File: src/rtl/core/rcfd_pkg.sv
// Shared types, frame constants and code tables for the remote command frame line driver.
// Used by every module of the block; no dependencies of its own.
package rcfd_pkg;

  localparam int unsigned BitTicksW   = 8;
  localparam int unsigned LongTicksW  = 16;
  localparam int unsigned CfgDataW    = 16;
  localparam int unsigned CfgIdxW     = 2;
  localparam int unsigned DataW       = 16;
  localparam int unsigned FrameW      = 40;
  localparam int unsigned BitsLeftW   = 6;
  localparam int unsigned QueueDepth  = 4;
  localparam int unsigned QueuePtrW   = $clog2(QueueDepth);
  localparam int unsigned QueueCntW   = $clog2(QueueDepth + 1);

  localparam logic [7:0] FrameHead0 = 8'hD5;
  localparam logic [7:0] FrameHead1 = 8'hAA;
  localparam logic [7:0] FrameTail  = 8'hAD;

  localparam logic [BitsLeftW-1:0]  FrameBits        = BitsLeftW'(FrameW);
  localparam logic [BitTicksW-1:0]  BitTicksReset    = 8'd1;
  localparam logic [LongTicksW-1:0] SettleTicksReset = 16'd35;
  localparam logic [LongTicksW-1:0] GapTicksReset    = 16'd1000;

  // Configuration register indexes.
  localparam logic [CfgIdxW-1:0] CfgBitTicks    = 2'd0;
  localparam logic [CfgIdxW-1:0] CfgSettleTicks = 2'd1;
  localparam logic [CfgIdxW-1:0] CfgGapTicks    = 2'd2;

  // Item commands.
  localparam logic CmdTick = 1'b0;
  localparam logic CmdSend = 1'b1;

  // Function codes that carry the unit code.
  localparam logic [2:0] FnOn  = 3'd0;
  localparam logic [2:0] FnOff = 3'd1;

  typedef enum logic [2:0] {
    PH_IDLE   = 3'd0,
    PH_RESET  = 3'd1,
    PH_SETTLE = 3'd2,
    PH_PULSE  = 3'd3,
    PH_WAIT   = 3'd4,
    PH_GAP    = 3'd5
  } phase_e;

  // One classified word waiting between the front and the back.
  typedef struct packed {
    logic             send;
    logic [DataW-1:0] data;
  } rcfd_entry_t;

  // One result word.
  typedef struct packed {
    logic rts_level;
    logic dtr_level;
    logic busy_res;
    logic rejected;
  } rcfd_result_t;

  function automatic logic [DataW-1:0] house_word(input logic [3:0] house);
    logic [DataW-1:0] w;
    unique case (house)
      4'd0:  w = 16'h6000;
      4'd1:  w = 16'h7000;
      4'd2:  w = 16'h4000;
      4'd3:  w = 16'h5000;
      4'd4:  w = 16'h8000;
      4'd5:  w = 16'h9000;
      4'd6:  w = 16'hA000;
      4'd7:  w = 16'hB000;
      4'd8:  w = 16'hE000;
      4'd9:  w = 16'hF000;
      4'd10: w = 16'hC000;
      4'd11: w = 16'hD000;
      4'd12: w = 16'h0000;
      4'd13: w = 16'h1000;
      4'd14: w = 16'h2000;
      default: w = 16'h3000;
    endcase
    return w;
  endfunction

  function automatic logic [DataW-1:0] unit_word(input logic [3:0] unit);
    logic [DataW-1:0] w;
    unique case (unit)
      4'd0:  w = 16'h0000;
      4'd1:  w = 16'h0010;
      4'd2:  w = 16'h0008;
      4'd3:  w = 16'h0018;
      4'd4:  w = 16'h0040;
      4'd5:  w = 16'h0050;
      4'd6:  w = 16'h0048;
      4'd7:  w = 16'h0058;
      4'd8:  w = 16'h0400;
      4'd9:  w = 16'h0410;
      4'd10: w = 16'h0408;
      4'd11: w = 16'h0418;
      4'd12: w = 16'h0440;
      4'd13: w = 16'h0450;
      4'd14: w = 16'h0448;
      default: w = 16'h0458;
    endcase
    return w;
  endfunction

  function automatic logic [DataW-1:0] func_word(input logic [2:0] fn);
    logic [DataW-1:0] w;
    unique case (fn)
      3'd0: w = 16'h0000;
      3'd1: w = 16'h0020;
      3'd2: w = 16'h0088;
      3'd3: w = 16'h0098;
      3'd4: w = 16'h0080;
      3'd5: w = 16'h0091;
      3'd6: w = 16'h0084;
      default: w = 16'h0094;
    endcase
    return w;
  endfunction

endpackage

File: src/rtl/core/rcfd_if.sv
// Handshake channel interfaces for the remote command frame line driver.
// Depends on nothing; the send and result channels carry valid, ready and payload.
interface rcfd_in_if;
  logic       valid;
  logic       ready;
  logic       command;
  logic [3:0] house_code;
  logic [3:0] unit_index;
  logic [2:0] function_code;

  modport source (output valid, command, house_code, unit_index, function_code,
                  input ready);
  modport sink   (input valid, command, house_code, unit_index, function_code,
                  output ready);
endinterface

interface rcfd_out_if;
  logic valid;
  logic ready;
  logic rts_level;
  logic dtr_level;
  logic busy_res;
  logic rejected;

  modport source (output valid, rts_level, dtr_level, busy_res, rejected,
                  input ready);
  modport sink   (input valid, rts_level, dtr_level, busy_res, rejected,
                  output ready);
endinterface

File: src/rtl/core/rcfd_front.sv
// Front of the line driver: accepts input words and turns a send into its 16-bit data word.
// Depends on rcfd_pkg and the rcfd_in_if interface.
module rcfd_front
  import rcfd_pkg::*;
(
  rcfd_in_if.sink     in_s,
  output logic        push_valid_o,
  input  logic        push_ready_i,
  output rcfd_entry_t push_entry_o
);

  logic             has_unit;
  logic [DataW-1:0] unit_part;

  // Only on and off address a single unit.
  assign has_unit  = (in_s.function_code == FnOn) || (in_s.function_code == FnOff);
  assign unit_part = has_unit ? unit_word(in_s.unit_index) : '0;

  assign push_valid_o      = in_s.valid;
  assign in_s.ready        = push_ready_i;
  assign push_entry_o.send = (in_s.command == CmdSend);
  assign push_entry_o.data = house_word(in_s.house_code) | func_word(in_s.function_code)
                             | unit_part;

endmodule

File: src/rtl/core/rcfd_queue.sv
// Short first-in first-out queue between the front and the back of the line driver.
// Depends on rcfd_pkg for the entry type and depth.
module rcfd_queue
  import rcfd_pkg::*;
(
  input  logic        clk_i,
  input  logic        rst_ni,
  input  logic        push_valid_i,
  output logic        push_ready_o,
  input  rcfd_entry_t push_entry_i,
  output logic        pop_valid_o,
  input  logic        pop_ready_i,
  output rcfd_entry_t pop_entry_o
);

  rcfd_entry_t          mem_q [QueueDepth];
  logic [QueuePtrW-1:0] wr_ptr_q, wr_ptr_d;
  logic [QueuePtrW-1:0] rd_ptr_q, rd_ptr_d;
  logic [QueueCntW-1:0] count_q, count_d;
  logic                 do_push, do_pop;

  assign push_ready_o = (count_q != QueueCntW'(QueueDepth));
  assign pop_valid_o  = (count_q != '0);
  assign do_push      = push_valid_i && push_ready_o;
  assign do_pop       = pop_valid_o && pop_ready_i;
  assign pop_entry_o  = mem_q[rd_ptr_q];

  always_comb begin
    wr_ptr_d = do_push ? wr_ptr_q + 1'b1 : wr_ptr_q;
    rd_ptr_d = do_pop ? rd_ptr_q + 1'b1 : rd_ptr_q;
    count_d  = count_q;
    if (do_push && !do_pop) begin
      count_d = count_q + 1'b1;
    end else if (!do_push && do_pop) begin
      count_d = count_q - 1'b1;
    end
  end

  always_ff @(posedge clk_i or negedge rst_ni) begin
    if (!rst_ni) begin
      wr_ptr_q <= '0;
      rd_ptr_q <= '0;
      count_q  <= '0;
    end else begin
      wr_ptr_q <= wr_ptr_d;
      rd_ptr_q <= rd_ptr_d;
      count_q  <= count_d;
    end
  end

  always_ff @(posedge clk_i) begin
    if (do_push) begin
      mem_q[wr_ptr_q] <= push_entry_i;
    end
  end

endmodule

File: src/rtl/core/rcfd_back.sv
// Back of the line driver: the frame sequencer, the configuration registers and the result register.
// Depends on rcfd_pkg and the rcfd_out_if interface.
module rcfd_back
  import rcfd_pkg::*;
(
  input  logic                clk_i,
  input  logic                rst_ni,
  input  logic                cfg_we_i,
  input  logic [CfgIdxW-1:0]  cfg_idx_i,
  input  logic [CfgDataW-1:0] cfg_data_i,
  input  logic                pop_valid_i,
  output logic                pop_ready_o,
  input  rcfd_entry_t         pop_entry_i,
  rcfd_out_if.source          out_m
);

  logic [BitTicksW-1:0]  bit_ticks_q;
  logic [LongTicksW-1:0] settle_ticks_q, gap_ticks_q;

  phase_e                phase_q, phase_d;
  logic [FrameW-1:0]     frame_q, frame_d;
  logic [BitsLeftW-1:0]  bits_left_q, bits_left_d;
  logic [LongTicksW-1:0] timer_q, timer_d, timer_dec;
  logic                  rts_q, rts_d, dtr_q, dtr_d;
  logic                  rej_d;

  logic                  out_valid_q;
  rcfd_result_t          out_q;
  logic                  do_pop;

  logic [LongTicksW-1:0] bit_len, settle_len;

  // A zero length counts as one tick for the reset, pulse, wait and settle phases.
  assign bit_len    = (bit_ticks_q == '0) ? LongTicksW'(1)
                                          : LongTicksW'(bit_ticks_q);
  assign settle_len = (settle_ticks_q == '0) ? LongTicksW'(1) : settle_ticks_q;
  assign timer_dec  = (timer_q != '0) ? timer_q - 1'b1 : timer_q;

  assign pop_ready_o = !out_valid_q || out_m.ready;
  assign do_pop      = pop_valid_i && pop_ready_o;

  always_ff @(posedge clk_i or negedge rst_ni) begin
    if (!rst_ni) begin
      bit_ticks_q    <= BitTicksReset;
      settle_ticks_q <= SettleTicksReset;
      gap_ticks_q    <= GapTicksReset;
    end else if (cfg_we_i) begin
      unique case (cfg_idx_i)
        CfgBitTicks:    bit_ticks_q    <= cfg_data_i[BitTicksW-1:0];
        CfgSettleTicks: settle_ticks_q <= cfg_data_i;
        CfgGapTicks:    gap_ticks_q    <= cfg_data_i;
        default:        ;
      endcase
    end
  end

  always_comb begin
    phase_d     = phase_q;
    frame_d     = frame_q;
    bits_left_d = bits_left_q;
    timer_d     = timer_q;
    rts_d       = rts_q;
    dtr_d       = dtr_q;
    rej_d       = 1'b0;
    if (pop_entry_i.send) begin
      if (phase_q != PH_IDLE) begin
        rej_d = 1'b1;
      end else begin
        frame_d     = {FrameHead0, FrameHead1, pop_entry_i.data, FrameTail};
        bits_left_d = FrameBits;
        rts_d       = 1'b0;
        dtr_d       = 1'b0;
        phase_d     = PH_RESET;
        timer_d     = bit_len;
      end
    end else if (phase_q != PH_IDLE) begin
      timer_d = timer_dec;
      if (timer_dec == '0) begin
        unique case (phase_q) inside
          PH_RESET: begin
            rts_d   = 1'b1;
            dtr_d   = 1'b1;
            phase_d = PH_SETTLE;
            timer_d = settle_len;
          end
          PH_PULSE: begin
            rts_d   = 1'b1;
            dtr_d   = 1'b1;
            phase_d = PH_WAIT;
            timer_d = bit_len;
          end
          PH_SETTLE, PH_WAIT: begin
            if (phase_q == PH_SETTLE || bits_left_q != '0) begin
              // Start the next bit: DTR drops for a one, RTS drops for a zero.
              rts_d       = frame_q[FrameW-1];
              dtr_d       = !frame_q[FrameW-1];
              frame_d     = {frame_q[FrameW-2:0], 1'b0};
              bits_left_d = (bits_left_q != '0) ? bits_left_q - 1'b1 : bits_left_q;
              phase_d     = PH_PULSE;
              timer_d     = bit_len;
            end else if (gap_ticks_q == '0) begin
              phase_d = PH_IDLE;
              timer_d = '0;
            end else begin
              phase_d = PH_GAP;
              timer_d = gap_ticks_q;
            end
          end
          default: begin
            phase_d = PH_IDLE;
            timer_d = '0;
          end
        endcase
      end
    end
  end

  always_ff @(posedge clk_i or negedge rst_ni) begin
    if (!rst_ni) begin
      phase_q     <= PH_IDLE;
      frame_q     <= '0;
      bits_left_q <= '0;
      timer_q     <= '0;
      rts_q       <= 1'b0;
      dtr_q       <= 1'b0;
    end else if (do_pop) begin
      phase_q     <= phase_d;
      frame_q     <= frame_d;
      bits_left_q <= bits_left_d;
      timer_q     <= timer_d;
      rts_q       <= rts_d;
      dtr_q       <= dtr_d;
    end
  end

  always_ff @(posedge clk_i or negedge rst_ni) begin
    if (!rst_ni) begin
      out_valid_q <= 1'b0;
    end else if (pop_ready_o) begin
      out_valid_q <= pop_valid_i;
    end
  end

  always_ff @(posedge clk_i) begin
    if (do_pop) begin
      out_q.rts_level <= rts_d;
      out_q.dtr_level <= dtr_d;
      out_q.busy_res  <= (phase_d != PH_IDLE);
      out_q.rejected  <= rej_d;
    end
  end

  assign out_m.valid     = out_valid_q;
  assign out_m.rts_level = out_q.rts_level;
  assign out_m.dtr_level = out_q.dtr_level;
  assign out_m.busy_res  = out_q.busy_res;
  assign out_m.rejected  = out_q.rejected;

  // A rejected send leaves the frame running, so its result must report busy.
  a_rej_busy: assert property (@(posedge clk_i) disable iff (!rst_ni)
    out_valid_q && out_q.rejected |-> out_q.busy_res)
    else $error("rejected result without busy");

  // The phase timer is always cleared when the sequencer is idle.
  a_idle_timer: assert property (@(posedge clk_i) disable iff (!rst_ni)
    phase_q == PH_IDLE |-> timer_q == '0)
    else $error("timer running while idle");

  // During a bit pulse exactly one of the two lines is low.
  a_pulse_lines: assert property (@(posedge clk_i) disable iff (!rst_ni)
    phase_q == PH_PULSE |-> rts_q != dtr_q)
    else $error("pulse drives both lines alike");

  // The bit counter never exceeds the frame length.
  a_bits_range: assert property (@(posedge clk_i) disable iff (!rst_ni)
    bits_left_q <= FrameBits)
    else $error("bit counter out of range");

endmodule

File: src/rtl/core/remote_command_frame_line_driver.sv
// Top level of the remote command frame line driver.
// Depends on rcfd_pkg, rcfd_if, rcfd_front, rcfd_queue and rcfd_back.
//
// Usage: every word on the in_s channel is either a tick (command 0), which advances
// time by one tick, or a send (command 1), which starts a 40-bit frame built from the
// house, unit and function codes. Every accepted word yields exactly one result word on
// out_m with the RTS and DTR levels after that word, a busy flag and a rejected flag
// that is set when a send arrives while a frame or its closing gap is still running.
// The configuration port writes bit_ticks, settle_ticks and gap_ticks at any edge where
// cfg_we_i is high; it should only be used while no word is waiting in the queue or the
// result register. A write during a frame takes effect at the next timer load.
//
// Flow and throughput: a word is accepted whenever the four-entry queue has room. It is
// held in the queue until the back takes it, which it does when the result register is
// free or being read, and its result word is then registered for out_m. The back handles
// one queued word per cycle while out_m.ready is high, so one word per cycle is sustained.
//
// At reset the lines are low, the sequencer is idle and the registers take their
// default values. When the receiver holds ready low, the result register keeps its word,
// the back stops draining the queue, and the front keeps accepting until the queue fills.
module remote_command_frame_line_driver
  import rcfd_pkg::*;
(
  input  logic                clk_i,
  input  logic                rst_ni,
  rcfd_in_if.sink             in_s,
  rcfd_out_if.source          out_m,
  input  logic                cfg_we_i,
  input  logic [CfgIdxW-1:0]  cfg_idx_i,
  input  logic [CfgDataW-1:0] cfg_data_i
);

  logic        push_valid, push_ready;
  rcfd_entry_t push_entry;
  logic        pop_valid, pop_ready;
  rcfd_entry_t pop_entry;

  // The front classifies each word and looks up the data word of a send.
  rcfd_front u_front (
    .in_s         (in_s),
    .push_valid_o (push_valid),
    .push_ready_i (push_ready),
    .push_entry_o (push_entry)
  );

  // The queue lets the front keep accepting while the result side is stalled.
  rcfd_queue u_queue (
    .clk_i        (clk_i),
    .rst_ni       (rst_ni),
    .push_valid_i (push_valid),
    .push_ready_o (push_ready),
    .push_entry_i (push_entry),
    .pop_valid_o  (pop_valid),
    .pop_ready_i  (pop_ready),
    .pop_entry_o  (pop_entry)
  );

  // The back runs the reset, settle, bit and gap phases and registers each result.
  rcfd_back u_back (
    .clk_i       (clk_i),
    .rst_ni      (rst_ni),
    .cfg_we_i    (cfg_we_i),
    .cfg_idx_i   (cfg_idx_i),
    .cfg_data_i  (cfg_data_i),
    .pop_valid_i (pop_valid),
    .pop_ready_o (pop_ready),
    .pop_entry_i (pop_entry),
    .out_m       (out_m)
  );

endmodule
File: src/flat_wrapper.sv
// flat-port wrapper written by rule: the top's interface ports become plain ports
module remote_command_frame_line_driver_flat import rcfd_pkg::*;
  (clk_i, rst_ni, cfg_we_i, cfg_idx_i, cfg_data_i, in_s_valid, in_s_command, in_s_house_code, in_s_unit_index, in_s_function_code, in_s_ready, out_m_valid, out_m_rts_level, out_m_dtr_level, out_m_busy_res, out_m_rejected, out_m_ready);
  rcfd_in_if in_s_i ();
  rcfd_out_if out_m_i ();
  input  logic clk_i;
  input  logic rst_ni;
  input  logic cfg_we_i;
  input  logic [CfgIdxW-1:0] cfg_idx_i;
  input  logic [CfgDataW-1:0] cfg_data_i;
  input wire logic [$bits(in_s_i.valid)-1:0] in_s_valid;
  input wire logic [$bits(in_s_i.command)-1:0] in_s_command;
  input wire logic [$bits(in_s_i.house_code)-1:0] in_s_house_code;
  input wire logic [$bits(in_s_i.unit_index)-1:0] in_s_unit_index;
  input wire logic [$bits(in_s_i.function_code)-1:0] in_s_function_code;
  output wire logic [$bits(in_s_i.ready)-1:0] in_s_ready;
  output wire logic [$bits(out_m_i.valid)-1:0] out_m_valid;
  output wire logic [$bits(out_m_i.rts_level)-1:0] out_m_rts_level;
  output wire logic [$bits(out_m_i.dtr_level)-1:0] out_m_dtr_level;
  output wire logic [$bits(out_m_i.busy_res)-1:0] out_m_busy_res;
  output wire logic [$bits(out_m_i.rejected)-1:0] out_m_rejected;
  input wire logic [$bits(out_m_i.ready)-1:0] out_m_ready;
  assign in_s_i.valid = in_s_valid;
  assign in_s_i.command = in_s_command;
  assign in_s_i.house_code = in_s_house_code;
  assign in_s_i.unit_index = in_s_unit_index;
  assign in_s_i.function_code = in_s_function_code;
  assign in_s_ready = in_s_i.ready;
  assign out_m_valid = out_m_i.valid;
  assign out_m_rts_level = out_m_i.rts_level;
  assign out_m_dtr_level = out_m_i.dtr_level;
  assign out_m_busy_res = out_m_i.busy_res;
  assign out_m_rejected = out_m_i.rejected;
  assign out_m_i.ready = out_m_ready;
  remote_command_frame_line_driver u_core (.clk_i(clk_i), .rst_ni(rst_ni), .in_s(in_s_i), .out_m(out_m_i), .cfg_we_i(cfg_we_i), .cfg_idx_i(cfg_idx_i), .cfg_data_i(cfg_data_i));
endmodule
File: config.mk
export PLATFORM = sky130hd
export DESIGN_NAME = remote_command_frame_line_driver_flat
export DESIGN_NICKNAME = d
export VERILOG_FILES = /design/src/rtl/core/rcfd_pkg.sv /design/src/rtl/core/rcfd_if.sv /design/src/rtl/core/rcfd_front.sv /design/src/rtl/core/rcfd_queue.sv /design/src/rtl/core/rcfd_back.sv /design/src/rtl/core/remote_command_frame_line_driver.sv /design/src/flat_wrapper.sv
export SDC_FILE = /design/constraint.sdc
export NUM_CORES = 1
export LEC_CHECK = 0
export BUFFER_PORTS_ARGS = -buffer_cell sky130_fd_sc_hd__buf_2
export CORE_ASPECT_RATIO = 1.2
export CORE_MARGIN = 2
export CORE_UTILIZATION = 40
export DETAILED_ROUTE_END_ITERATION = 7
export PLACE_DENSITY = 0.56
export SYNTH_ARGS = -nofsm -noshare
export SYNTH_HDL_FRONTEND = slang
export SYNTH_SLANG_ARGS = --single-unit
File: constraint.sdc
create_clock -name clk_i -period 9 [get_ports clk_i]
set_clock_uncertainty 0.05 [all_clocks]
set_input_delay 0 -clock clk_i [delete_from_list [all_inputs] [get_ports clk_i]]
set_output_delay 0 -clock clk_i [all_outputs]
set_load 0.02 [all_outputs]
==> metrics.md, run 1 <==
| Metric | Value |
|---|---|
| Die Width | `roughly 140 µm` |
| GRT overflow | `0` |
| Crit-path slowest cell | `dfrtp_1` |
| Clock transition at path regs | `0.07 ns` |
| Dpl ws | `4.02 ns` |
| Power density over cell area | `289 nW/µm²` |
| Net Sw Frac | `~35%` |
| Area grow syn2layout | `15.8%` |
| Final Hold Viols | `0` |
| Area of the multi-input gates | `~3500 µm²` |
| Status | `finished clean` |
| Filler cells | `about 1900` |
| Clock Sink Count | `about 170` |
| Ys async rst share | `67.3%` |
| Number of synthesized flops with an enable pin | `56` |
| Synthesized flop and latch total | `roughly 170` |
| CP max stage delay | `between 0.9 and 1 ns` |
| CTS tree | `built` |
| WP depth | `11` |
| Total wire length | `19100 µm` |
| Fin. max-slew vios | `0` |
| Total track usage | `18.1%` |
| Pleak | `3.94 nW` |
| Setup crit end | `u_core.u_back.bits_left_q[3]$_DFFE_PN0P_` |
| Remaining DRCs | `0` |
| Sequential cell area | `4570 µm²` |
| Die height | `163 µm` |
| Worst Slack Setup Final | `4.12 ns` |
| Total power draw | `2.82 mW` |
| Period utilization | `54.3%` |
| N_diodes | `0` |
| RSZ-0062 raised after global routing | `false` |
| Distinct cells, synth | `73` |
| Flop pwr share | `~43%` |
| Most used cell, CP | `buf_4` |
| Critical Path Start Type | `flop` |
| Critical path type | `flop to flop` |
| Drt pass-1 iters | `5` |
| RePlAce Congestion | `0.871` |
| Comb pwr share | `31.5%` |
| Area share of the largest cell type after synthesis | `31.2%` |
| Hold WC Path Type | `primary input to flop` |
| Layout net count | `between 800 and 900` |
| Final Util | `between 40 and 50%` |
| Layout cells sized above 1 | `21.8%` |
| Synth Cell Area | `8410 µm²` |
| Port bufs | `40` |
| I/O pin count | `41` |
| Worst reg2reg endpoint | `u_core.u_back.bits_left_q[3]$_DFFE_PN0P_` |
| Die ar. | `22200 µm²` |
| Vias in the first global route | `6004` |
| Cells after synthesis | `716` |
| Arr. time, crit path | `around 5.1 ns` |
| CP delay by family, top | `simple AND/OR/NAND/NOR gates` |
| Syn_area_per_cell | `11.7 µm²` |
| Power Internal | `1.82 mW` |
| Final ANT Viol Nets | `0` |
| Pin count of the biggest net entering global routing | `66` |
| Clock buffer depth | `2` |
| Number of core rows | `58` |
| Final setup viols | `0` |
| Synth Net Count | `roughly 760` |
| Ys Warns | `0` |
| WL/cell | `18.0 µm` |
| Cells on worst reg2reg path | `11` |
| CP startpoint | `u_core.u_queue.rd_ptr_q[0]$_DFFE_PN0P_` |
| Worst slew margin | `approximately a fifth` |
| Fmax | `~200 MHz` |
| Post-synthesis sequential area ratio | `54.4%` |
| R2R Setup Slk | `4.12 ns` |
| First-pass GRT wire length | `31300 µm` |
| CP endpoint kind | `flop` |
| Via density per instance | `between 5 and 6` |
| Initial Util | `40.4%` |
| Starting DRT DRC Count | `458` |
| Clk pwr share | `25.9%` |
| Min Clock Period, post-route | `4.88 ns` |
| Largest cells by area after synthesis | `dfrtp_1, edfxtp_1, mux2_2` |
| HPWL Detailed | `13100 µm` |
| Worst vdd ir | `0.176 mV` |
| Via count | `5918` |
| # H-tree levels | `4` |
| CTS Root Cell | `clkbuf_16` |
| Critical Path RT | `9.25 ns` |
| Largest area contributor in the netlist | `dfrtp_1` |
| Worst slew pin tran | `roughly 1.2 ns` |
| Max-capacitance violation count | `0` |
| CP cell instances | `mux2i_4 > buf_4 > inv_1 > ha_1 > nor3b_2 > buf_4 > o2111ai_1 > nor4_1 > or4b_1 > o21ai_0 > or3b_1` |
| Hold_ws | `between 0.03 and 0.04 ns` |
| Psw | `~1.0 mW` |
| R2R Path Start | `u_core.u_queue.rd_ptr_q[0]$_DFFE_PN0P_` |
| Clock buffer count from CTS | `17` |
| Most frequently used flop master after synthesis | `dfrtp_1` |
| Buf/Inv on CP | `3` |
| Final setup TNS | `0 ns` |
| Core area | `20800 µm²` |
| Initial antenna violation count | `0` |
| Worst-Skew Late Latency | `0.42 ns` |
| Worst Path Max Fanout | `34` |
## worst register-to-register path: stages, from the launching register on
cell and delay [ns]:
dfrtp_1 0.95, mux2i_4 0.34, buf_4 0.37, inv_1 0.56, ha_1 0.52, nor3b_2 0.16
buf_4 0.26, o2111ai_1 0.16, nor4_1 0.22, or4b_1 0.62, o21ai_0 0.20, or3b_1 0.36
## worst min path at each step
stage / startpoint / end / depth (start not counted)
finish: in_s_valid / u_core.u_queue.wr_ptr_q[0]$_DFFE_PN0P_ / 3
global route: in_s_house_code[2] / u_core.u_queue.mem_q[1][15]$_DFFE_PP_ / 3
CTS: in_s_house_code[2] / u_core.u_queue.mem_q[3][15]$_DFFE_PP_ / 3
detailed placement: rst_ni / u_core.u_back.bit_ticks_q[3]$_DFFE_PN0P_ / 1
global placement: rst_ni / u_core.u_back.settle_ticks_q[3]$_DFFE_PN0P_ / 1
floorplan: rst_ni / u_core.u_back.bit_ticks_q[1]$_DFFE_PN0P_ / 0
## layout make-up
| type | instances | area share (%) |
|---|---|---|
| Multi-Input combinational cell | 473 | 36.3 |
| Clock inverter | 11 | 1.22 |
| Timing Repair Buffer | 77 | 5.73 |
| Sequential cell | 171 | 46.9 |
| Clock buffer | 21 | 4.86 |
| Tap cell | 270 | 3.47 |
| Inverter | 39 | 1.50 |
## cell usage in the layout, fill, tap and decap left out, types with 11 or more instances in the layout
cell and n:
a21oi_1 23, o21ai_0 20, mux4_2 12, mux2i_1 27, nand2b_1 12, ha_1 11, nand2_1 81, buf_2 39
nor4_1 15, dlygate4sd3_1 31, inv_1 39, clkbuf_16 18, mux2_2 47, or3_1 11, edfxtp_1 56, nor3_1 16
nor2_1 46, dfrtp_1 105
## cells in the mapped netlist, drive strengths merged (4+ instances only)
cell    count
mux4       12
edfxtp     56
o21ai      21
ha         11
or3        11
buf        14
o31ai       4
xnor2       7
nand2b     12
a21oi      23
mux2i      28
nor3       16
and2        6
nor4       18
nor2b       5
o22ai       7
nand3      10
and3        8
dfstp      10
nor2       47
nand2      81
clkbuf     19
inv        39
nand3b      4
nand4       7
a31oi       6
mux2       57
dfrtp     105
a22o        8
a222oi      7
nor4b       4
## per-stage QoR
stage | std cells | cell area (µm²)
finish | 1062 | 9740
floorplan | 716 | 8410
detailed placement | 999 | 8840
global route | 1062 | 9740
CTS | 1062 | 9740
global placement | 999 | 8840
## per-layer routing
metal	vias to the layer above	wire, µm	global-route usage, %
met3	28	858	3.27
met2	157	9480	30.1
met1	2976	8430	24.0
met4	0	314	5.59
met5	-	0	0
li1	2757	-	-
## registers in the layout, summed over array words and instances (netlist names), 2 cells and up
register	flops
u_core.u_queue.wr_ptr_q	2
u_core.u_queue.rd_ptr_q	2
u_core.u_back.bits_left_q	6
u_core.u_back.gap_ticks_q	16
u_core.u_back.timer_q	16
u_core.u_back.frame_q	40
u_core.u_queue.count_q	3
u_core.u_back.phase_q	3
u_core.u_back.settle_ticks_q	16
u_core.u_back.bit_ticks_q	8
u_core.u_queue.mem_q	52
## power groups by stage
stage / Combinational, mW / Clock, mW / Sequential [mW]
3_3_place_gp: 0.856 / 0 / 1.21
5_1_grt: 0.990 / 0.779 / 1.23
2_1_floorplan: 0.713 / 0 / 1.11
3_5_place_dp: 0.876 / 0 / 1.21
6_report: 0.887 / 0.731 / 1.20
4_1_cts: 0.892 / 0.747 / 1.20
## kinds of logic (layout without fill, tap and decap cells)
logic type	count (synthesis)	count (layout)	share of synthesized area (%)
flip-flops	171	171	54.4
multiplexers	97	97	14.6
AO/OA/AOI/OAI	108	108	8.97
XOR/XNOR	9	9	0.937
adder cells (fa/ha/maj)	12	12	1.87
AND/OR/NAND/NOR	247	247	15.4
buffers and inverters	72	148	3.84
## what timing repair did
action / in CTS / in global routing
setup buffers: 0 / 0
hold endpoints to repair: 143 / 0
gates resized for setup: 0 / 0
hold buffers: 31 / 0
(Power assumes the default switching activity.)
==> run 2, diff against run 1 <==
- clock period: 9 -> 5 ns (I/O delays scaled with it)
==> run 2 against run 1 <==
Compared with the run above: count of clock-buffer cells in the layout decreased by 2; design area increased by 0.22%; highest routed layer unchanged; largest power group unchanged; largest cell class unchanged; worst hold slack got worse by 0.018 ns.
==> metrics.md, run 2 (synthesized netlist as in run 1, its figures left out) <==
| Metric | Value |
|---|---|
| Status | `finished clean` |
| Total power draw | `5.09 mW (+81%)` |
| Most frequent cells in the layout | `dfrtp_1, nand2_1, edfxtp_1` |
| Worst-Skew Late Latency | `0.42 ns (about the same)` |
| Final setup viols | `0 (unchanged)` |
| Total wire length | `19400 µm (+1.4%)` |
| Net Sw Frac | `36.4% (+0.88 points)` |
| Via density per instance | `5.62 (+0.80%)` |
| I/O pin count | `41 (unchanged)` |
| Pleak | `3.95 nW (+0.19%)` |
| Clk pwr share | `25.7% (-0.2 points)` |
| Final Hold Viols | `0 (unchanged)` |
| Area grow syn2layout | `16.1%` |
| Final ANT Viol Nets | `0 (unchanged)` |
| Number of core rows | `58 (unchanged)` |
| CP endpoint kind | `flop` |
| Vias in the first global route | `6081 (+1.3%)` |
| Comb pwr share | `32.6% (+1.1 points)` |
| Initial Util | `40.4% (unchanged)` |
| Worst Path Max Fanout | `20 (-41%)` |
| Most common cell after layout, fill and taps aside | `dfrtp_1` |
| HPWL Detailed | `13200 µm (+0.85%)` |
| Port bufs | `40 (unchanged)` |
| Worst slew margin | `33.5% (+15 points)` |
| Max-capacitance violation count | `0 (unchanged)` |
| Flop pwr share | `41.7% (-0.9 points)` |
| N_diodes | `0 (unchanged)` |
| R2R Setup Slk | `0.87 ns (-3.24 ns)` |
| Clock Sink Count | `171 (unchanged)` |
| Final setup TNS | `0 ns (unchanged)` |
| Layout net count | `830 (+0.48%)` |
| Critical Path RT | `5.29 ns (-3.96 ns)` |
| Clock buffer depth | `2 (unchanged)` |
| Worst slew pin tran | `0.994 ns (-0.222 ns)` |
| Clock buffer count from CTS | `17 (unchanged)` |
| # H-tree levels | `4 (unchanged)` |
| Remaining DRCs | `0 (unchanged)` |
| CTS tree | `built` |
| Core area | `20800 µm² (unchanged)` |
| Fin. max-slew vios | `0 (unchanged)` |
| Die height | `163 µm (unchanged)` |
| Fmax | `242 MHz (+18%)` |
| Largest register FFs | `52 (unchanged)` |
| Biggest regs | `u_core.u_queue.mem_q x52, u_core.u_back.frame_q x40` |
| Layout cells sized above 1 | `22.0% (+0.14 points)` |
| Total track usage | `18.3% (+0.18 points)` |
| Post-cts repair resize count | `0 (unchanged)` |
| CTS Root Cell | `clkbuf_16` |
| Starting DRT DRC Count | `429 (-6.3%)` |
| RSZ-0062 raised after global routing | `false` |
| Period utilization | `82.5% (+28 points)` |
| Filler cells | `1900 (+0.58%)` |
| Hold WC Path Type | `primary input to flop` |
| Power density over cell area | `522 nW/µm² (+81%)` |
| Power Internal | `3.24 mW (+78%)` |
| Drt pass-1 iters | `5 (unchanged)` |
| Pin count of the biggest net entering global routing | `63 (-4.5%)` |
| Arr. time, crit path | `4.42 ns (-0.71 ns)` |
| Die Width | `136 µm (unchanged)` |
| GRT overflow | `0 (unchanged)` |
| Worst vdd ir | `0.253 mV (+44%)` |
| Via count | `5988 (+1.2%)` |
| Psw | `1.85 mW (+85%)` |
| Clock transition at path regs | `0.07 ns (about the same)` |
| Critical path type | `flop to flop` |
| WL/cell | `18.2 µm (+1.0%)` |
| Die ar. | `22200 µm² (unchanged)` |
| Critical Path Start Type | `flop` |
| Initial antenna violation count | `0 (unchanged)` |
| Min Clock Period, post-route | `4.13 ns (-0.758 ns)` |
| RePlAce Congestion | `0.929 (+6.6%)` |
| Largest Register | `u_core.u_queue.mem_q` |
| First-pass GRT wire length | `31700 µm (+1.2%)` |
| Postcts setup bufs | `0 (unchanged)` |
## run 2: path summary, 6_finish.rpt
kind | startpoint | end | depth (start not counted)
min | in_s_valid | u_core.u_queue.wr_ptr_q[1]$_DFFE_PN0P_ | 3
max in group asynchronous | rst_ni | u_core.u_back.bit_ticks_q[7]$_DFFE_PN0P_ | 3
min reg2reg | u_core.u_back.frame_q[38]$_DFFE_PN0P_ | u_core.u_back.frame_q[39]$_DFFE_PN0P_ | 1
max | u_core.u_back.timer_q[0]$_DFFE_PN0P_ | u_core.u_back.frame_q[7]$_DFFE_PN0P_ | 10
max reg2reg | u_core.u_back.timer_q[0]$_DFFE_PN0P_ | u_core.u_back.frame_q[7]$_DFFE_PN0P_ | 10
min in group asynchronous | rst_ni | u_core.u_back.bit_ticks_q[5]$_DFFE_PN0P_ | 2
## run 2: final cells by class
cell class	count	area [µm²]	area share [%]
Clock buffer	19	433	4.44
Timing Repair Buffer	81	591	6.05
Multi-Input combinational cell	473	3530	36.2
Sequential cell	171	4570	46.8
Tap cell	270	338	3.46
Clock inverter	13	148	1.51
Inverter	39	146	1.50
## run 2: critical path: stages (launching register included)
cell	delay (ns)
dfrtp_1	0.44
inv_1	0.15
ha_1	0.19
nor4b_1	0.38
and4_1	0.48
or3_1	0.18
nand4_1	0.31
or4_4	0.65
o21ai_4	0.73
buf_4	0.27
mux2i_1	0.21
## run 2: repair_timing
action | in CTS | in global routing
hold buffers | 32 | 0
endpoints found under the setup margin | 0 | 0
hold endpoints to repair | 144 | 0
## run 2: metrics by stage
step | instances | utilization (%) | hold WS (ns) | area (µm²) | setup WS, ns
global route | 1066 | 46.9 | 0.0506 | 9760 | 0.610
global placement | 1002 | 42.5 | 0.0752 | 8860 | 1.08
CTS | 1066 | 46.9 | 0.00565 | 9760 | 0.882
floorplan | 716 | - | -0.346 | 8410 | 1.54
finish | 1066 | 46.9 | 0.0179 | 9760 | 0.874
detailed placement | 1002 | 42.5 | 0.0933 | 8860 | 0.880
## run 2: power groups by stage
| stage | Clock, mW | Sequential (mW) | Combinational (mW) |
|---|---|---|---|
| 5_1_grt | 1.40 | 2.17 | 1.85 |
| 3_5_place_dp | 0 | 2.14 | 1.65 |
| 4_1_cts | 1.34 | 2.12 | 1.67 |
| 3_3_place_gp | 0 | 2.13 | 1.59 |
| 6_report | 1.31 | 2.12 | 1.66 |
| 2_1_floorplan | 0 | 2.01 | 1.28 |
## run 2: per-layer routing
layer	vias to the layer above	wire length [µm]	GRT usage, %
li1	2772	-	-
met1	3047	8840	25.0
met2	148	9540	29.6
met3	21	692	3.08
met4	0	282	5.92
met5	-	0	0
==> run 3, diff against run 2 <==
- ABC_AREA: default -> 1
- clock period: 5 -> 4.35 ns (I/O delays scaled with it)
==> run 3 against run 2 <==
Compared with the run above: count of clock-buffer cells in the layout shrank 2; fmax is 23% higher; synthesized cell count increased by 37%; worst hold slack worse by 0.0012 ns; wire length rose by 0.73%; die area fell by 0.61%; setup slack better by 0.13 ns.
==> metrics.md, run 3 <==
| Metric | Value |
|---|---|
| Most common cell after layout, fill and taps aside | `nand2_1` |
| Cells after synthesis | `980 (+37%)` |
| Initial antenna violation count | `0 (unchanged)` |
| Die ar. | `22100 µm² (-0.61%)` |
| Fin. max-slew vios | `0 (unchanged)` |
| HPWL Detailed | `13500 µm (+2.5%)` |
| Worst vdd ir | `0.403 mV (+59%)` |
| Die height | `162 µm (-0.31%)` |
| Total power draw | `6.71 mW (+32%)` |
| Period utilization | `77.0% (-5.5 points)` |
| Number of core rows | `57 (-1.7%)` |
| Most frequent cells in the layout | `nand2_1, o21ai_0, inv_1` |
| Final Hold Viols | `0 (unchanged)` |
| Final setup viols | `0 (unchanged)` |
| Ys async rst share | `67.3% (unchanged)` |
| Clock transition at path regs | `0.08 ns (about the same)` |
| Syn_area_per_cell | `8.53 µm² (-27%)` |
| Initial Util | `41.0% (+0.59 points)` |
| Flop pwr share | `35.2% (-6.5 points)` |
| Synth Cell Area | `8360 µm² (-0.62%)` |
| Worst-Skew Late Latency | `0.44 ns (+0.02 ns)` |
| Worst slew pin tran | `1.06 ns (+0.0693 ns)` |
| Post-Place Cells | `1264 (+26%)` |
| GRT overflow | `0 (unchanged)` |
| Final setup TNS | `0 ns (unchanged)` |
| WL/cell | `14.7 µm (-19%)` |
| Largest register FFs | `52 (unchanged)` |
| Post-synthesis sequential area ratio | `54.7% (+0.34 points)` |
| Layout net count | `1098 (+32%)` |
| Distinct cells, synth | `42 (-42%)` |
| Number of synthesized flops with an enable pin | `56 (unchanged)` |
| Die Width | `136 µm (-0.30%)` |
| CP endpoint kind | `flop` |
| # H-tree levels | `4 (unchanged)` |
| RePlAce Congestion | `0.855 (-8.0%)` |
| Total track usage | `19.1% (+0.84 points)` |
| Post-cts repair resize count | `0 (unchanged)` |
| Worst slew margin | `28.9% (-4.6 points)` |
| Comb pwr share | `41.8% (+9.2 points)` |
| Arr. time, crit path | `3.65 ns (-0.77 ns)` |
| R2R Path Start | `u_core.u_queue.rd_ptr_q[0]$_DFFE_PN0P_` |
| Critical Path Start Type | `flop` |
| Clock buffer depth | `2 (unchanged)` |
| Postcts setup bufs | `0 (unchanged)` |
| Ys Warns | `0 (unchanged)` |
| Sequential cell area | `4570 µm² (unchanged)` |
| Cells on worst reg2reg path | `11 (+1)` |
| Synthesized flop and latch total | `171 (unchanged)` |
| Dpl cell area | `8820 µm² (-0.45%)` |
| Area grow syn2layout | `16.6%` |
| Net Sw Frac | `43.7% (+7.3 points)` |
| Largest area contributor in the netlist | `dfrtp_1` |
| Starting DRT DRC Count | `367 (-14%)` |
| CP cell instances | `buf_4 > nand2_1 > nand3_1 > nand2_1 > ha_1 > nand2_1 > inv_1 > nand3_1 > nand2_1 > o21ai_0 > o21ai_0` |
| Final ANT Viol Nets | `0 (unchanged)` |
| Layout cells sized above 1 | `10.4% (-12 points)` |
| Worst Path Max Fanout | `16 (-20%)` |
| R2R Setup Slk | `1.0 ns (+0.13 ns)` |
| Port bufs | `40 (unchanged)` |
| First-pass GRT wire length | `32900 µm (+3.7%)` |
| Min Clock Period, post-route | `3.35 ns (-0.775 ns)` |
| Status | `finished clean` |
| Power Internal | `3.78 mW (+17%)` |
| Largest cells by area after synthesis | `dfrtp_1, edfxtp_1, nand2_1` |
| Power density over cell area | `688 nW/µm² (+32%)` |
| CP max stage delay | `0.62 ns (-0.11 ns)` |
| Hold WC Path Type | `primary input to asynchronous set/reset pin` |
| Design Area, Final | `9750 µm² (-0.12%)` |
| Remaining DRCs | `0 (unchanged)` |
| Via count | `6646 (+11%)` |
| Worst Slack Setup Final | `1.00 ns (+0.125 ns)` |
| Fmax | `298 MHz (+23%)` |
| Drt pass-1 iters | `4 (-1)` |
| Critical Path RT | `4.65 ns (-0.64 ns)` |
| Area of the multi-input gates | `3120 µm² (-12%)` |
| Clock Sink Count | `171 (unchanged)` |
| RSZ-0062 raised after global routing | `false` |
| Clk pwr share | `22.9% (-2.8 points)` |
| Crit-path slowest cell | `dfrtp_1` |
| Via density per instance | `5.00 (-11%)` |
| N_diodes | `0 (unchanged)` |
| Core area | `20400 µm² (-2.1%)` |
| Dpl ws | `1.02 ns (+0.135 ns)` |
| Commonest cells post-synth | `nand2_1, o21ai_0, inv_1, dfrtp_1, nor2_1` |
| Vias in the first global route | `6558 (+7.8%)` |
| Most used cell, CP | `nand2_1` |
| Area share of the largest cell type after synthesis | `31.4% (+0.20 points)` |
| Total wire length | `19500 µm (+0.73%)` |
| Pleak | `4.45 nW (+13%)` |
| CTS Root Cell | `clkbuf_16` |
| I/O pin count | `41 (unchanged)` |
| Pin count of the biggest net entering global routing | `64 (+1.6%)` |
| Biggest regs | `u_core.u_queue.mem_q x52, u_core.u_back.frame_q x40` |
| Cell Count, Final, Fillers Out | `1329 (+25%)` |
| Psw | `2.93 mW (+58%)` |
| CTS tree | `built` |
| Synth Net Count | `1027 (+35%)` |
| Max-capacitance violation count | `0 (unchanged)` |
| Most numerous cell in the Yosys netlist | `nand2_1` |
| Largest Register | `u_core.u_queue.mem_q` |
| Filler cells | `2023 (+6.5%)` |
| Critical path type | `flop to flop` |
| Clock buffer count from CTS | `17 (unchanged)` |
| Most frequently used flop master after synthesis | `dfrtp_1` |
| Worst reg2reg endpoint | `u_core.u_back.bits_left_q[3]$_DFFE_PN0P_` |
-- run 3: cell count changes in the layout (fill, tap and decap cells not counted), moves of 26 or more --
cell and delta:
nand2_1 +143, o21ai_0 +118, inv_1 +93, mux2_2 -47, nor2_1 +46, nand3_1 +36
mux2i_1 -27, o22ai_1 +26
-- run 3: critical path: cells and delay by family, from the launching register on --
kind | cells | cell delay [ns]
and+or+nand+nor | 6 | 1.16
buffers and inverters | 2 | 0.73
AOI/OAI and AO/OA | 2 | 0.25
DFF | 1 | 0.62
adders and majority gates | 1 | 0.44
-- run 3: what timing repair did --
| action | 4_1_cts | 5_1_grt |
|---|---|---|
| hold buffers | 33 | 0 |
| endpoints found under the hold margin | 202 | 0 |
| endpoints found under the setup margin | 0 | 0 |
-- run 3: how the worst max path moves through the flow --
stage / from / end / slack (ns) / cells past startpoint
floorplan: u_core.u_back.timer_q[0]$_DFFE_PN0P_ / u_core.u_back.out_m.rts_level$_DFFE_PP_ / 2.03 / 16
global placement: u_core.u_queue.rd_ptr_q[0]$_DFFE_PN0P_ / u_core.u_back.timer_q[14]$_DFFE_PN0P_ / 1.09 / 9
detailed placement: u_core.u_queue.rd_ptr_q[0]$_DFFE_PN0P_ / u_core.u_back.bits_left_q[3]$_DFFE_PN0P_ / 1.02 / 11
CTS: u_core.u_queue.rd_ptr_q[0]$_DFFE_PN0P_ / u_core.u_back.frame_q[5]$_DFFE_PN0P_ / 1.01 / 12
global route: u_core.u_queue.rd_ptr_q[0]$_DFFE_PN0P_ / u_core.u_back.frame_q[7]$_DFFE_PN0P_ / 0.53 / 12
finish: u_core.u_queue.rd_ptr_q[0]$_DFFE_PN0P_ / u_core.u_back.bits_left_q[3]$_DFFE_PN0P_ / 1.0 / 11
-- run 3: layer usage --
layer  up-vias  global-route usage (%)  routed length [µm]  part of all wire [%]
li1       3364                       -                   -                     -
met1      3140                    23.4                8770                    45
met2       112                    33.5                9720                    50
met3        30                    3.05                 501                   2.6
met4         0                    7.91                 512                   2.6
met5         -                       0                   0                     0
-- run 3: kinds of logic (layout without fill, tap and decap cells) --
| family | Yosys count | in the layout | share of synthesized area, % |
|---|---|---|---|
| AO/OA/AOI/OAI | 227 | 227 | 14.9 |
| XOR/XNOR | 11 | 11 | 1.15 |
| flip-flops | 171 | 171 | 54.7 |
| adder cells (fa/ha/maj) | 12 | 12 | 1.89 |
| AND/OR/NAND/NOR | 392 | 392 | 19.5 |
| buffers and inverters | 167 | 251 | 7.92 |
-- run 3: through the flow --
stage | util [%] | hold WS [ns]
floorplan | - | -0.346
global placement | 43.2 | -0.180
detailed placement | 43.2 | -0.182
CTS | 47.8 | 0.0102
global route | 47.8 | 0.0233
finish | 47.8 | 0.0167
-- run 3: layout make-up --
type / instances / share of cell area, %
Sequential cell: 171 / 46.9
Multi-Input combinational cell: 642 / 32.0
Timing Repair Buffer: 84 / 6.31
Inverter: 135 / 5.20
Clock buffer: 17 / 4.36
Tap cell: 265 / 3.40
Clock inverter: 15 / 1.78
-- run 3: power by group through the flow --
stage / sequential [mW] / combinational, mW / clock, mW
after global routing: 2.42 / 3.24 / 1.64
after detailed placement: 2.40 / 2.79 / 0
after floorplan: 2.33 / 2.10 / 0
after CTS: 2.37 / 2.82 / 1.57
after global placement: 2.39 / 2.77 / 0
final: 2.36 / 2.81 / 1.54
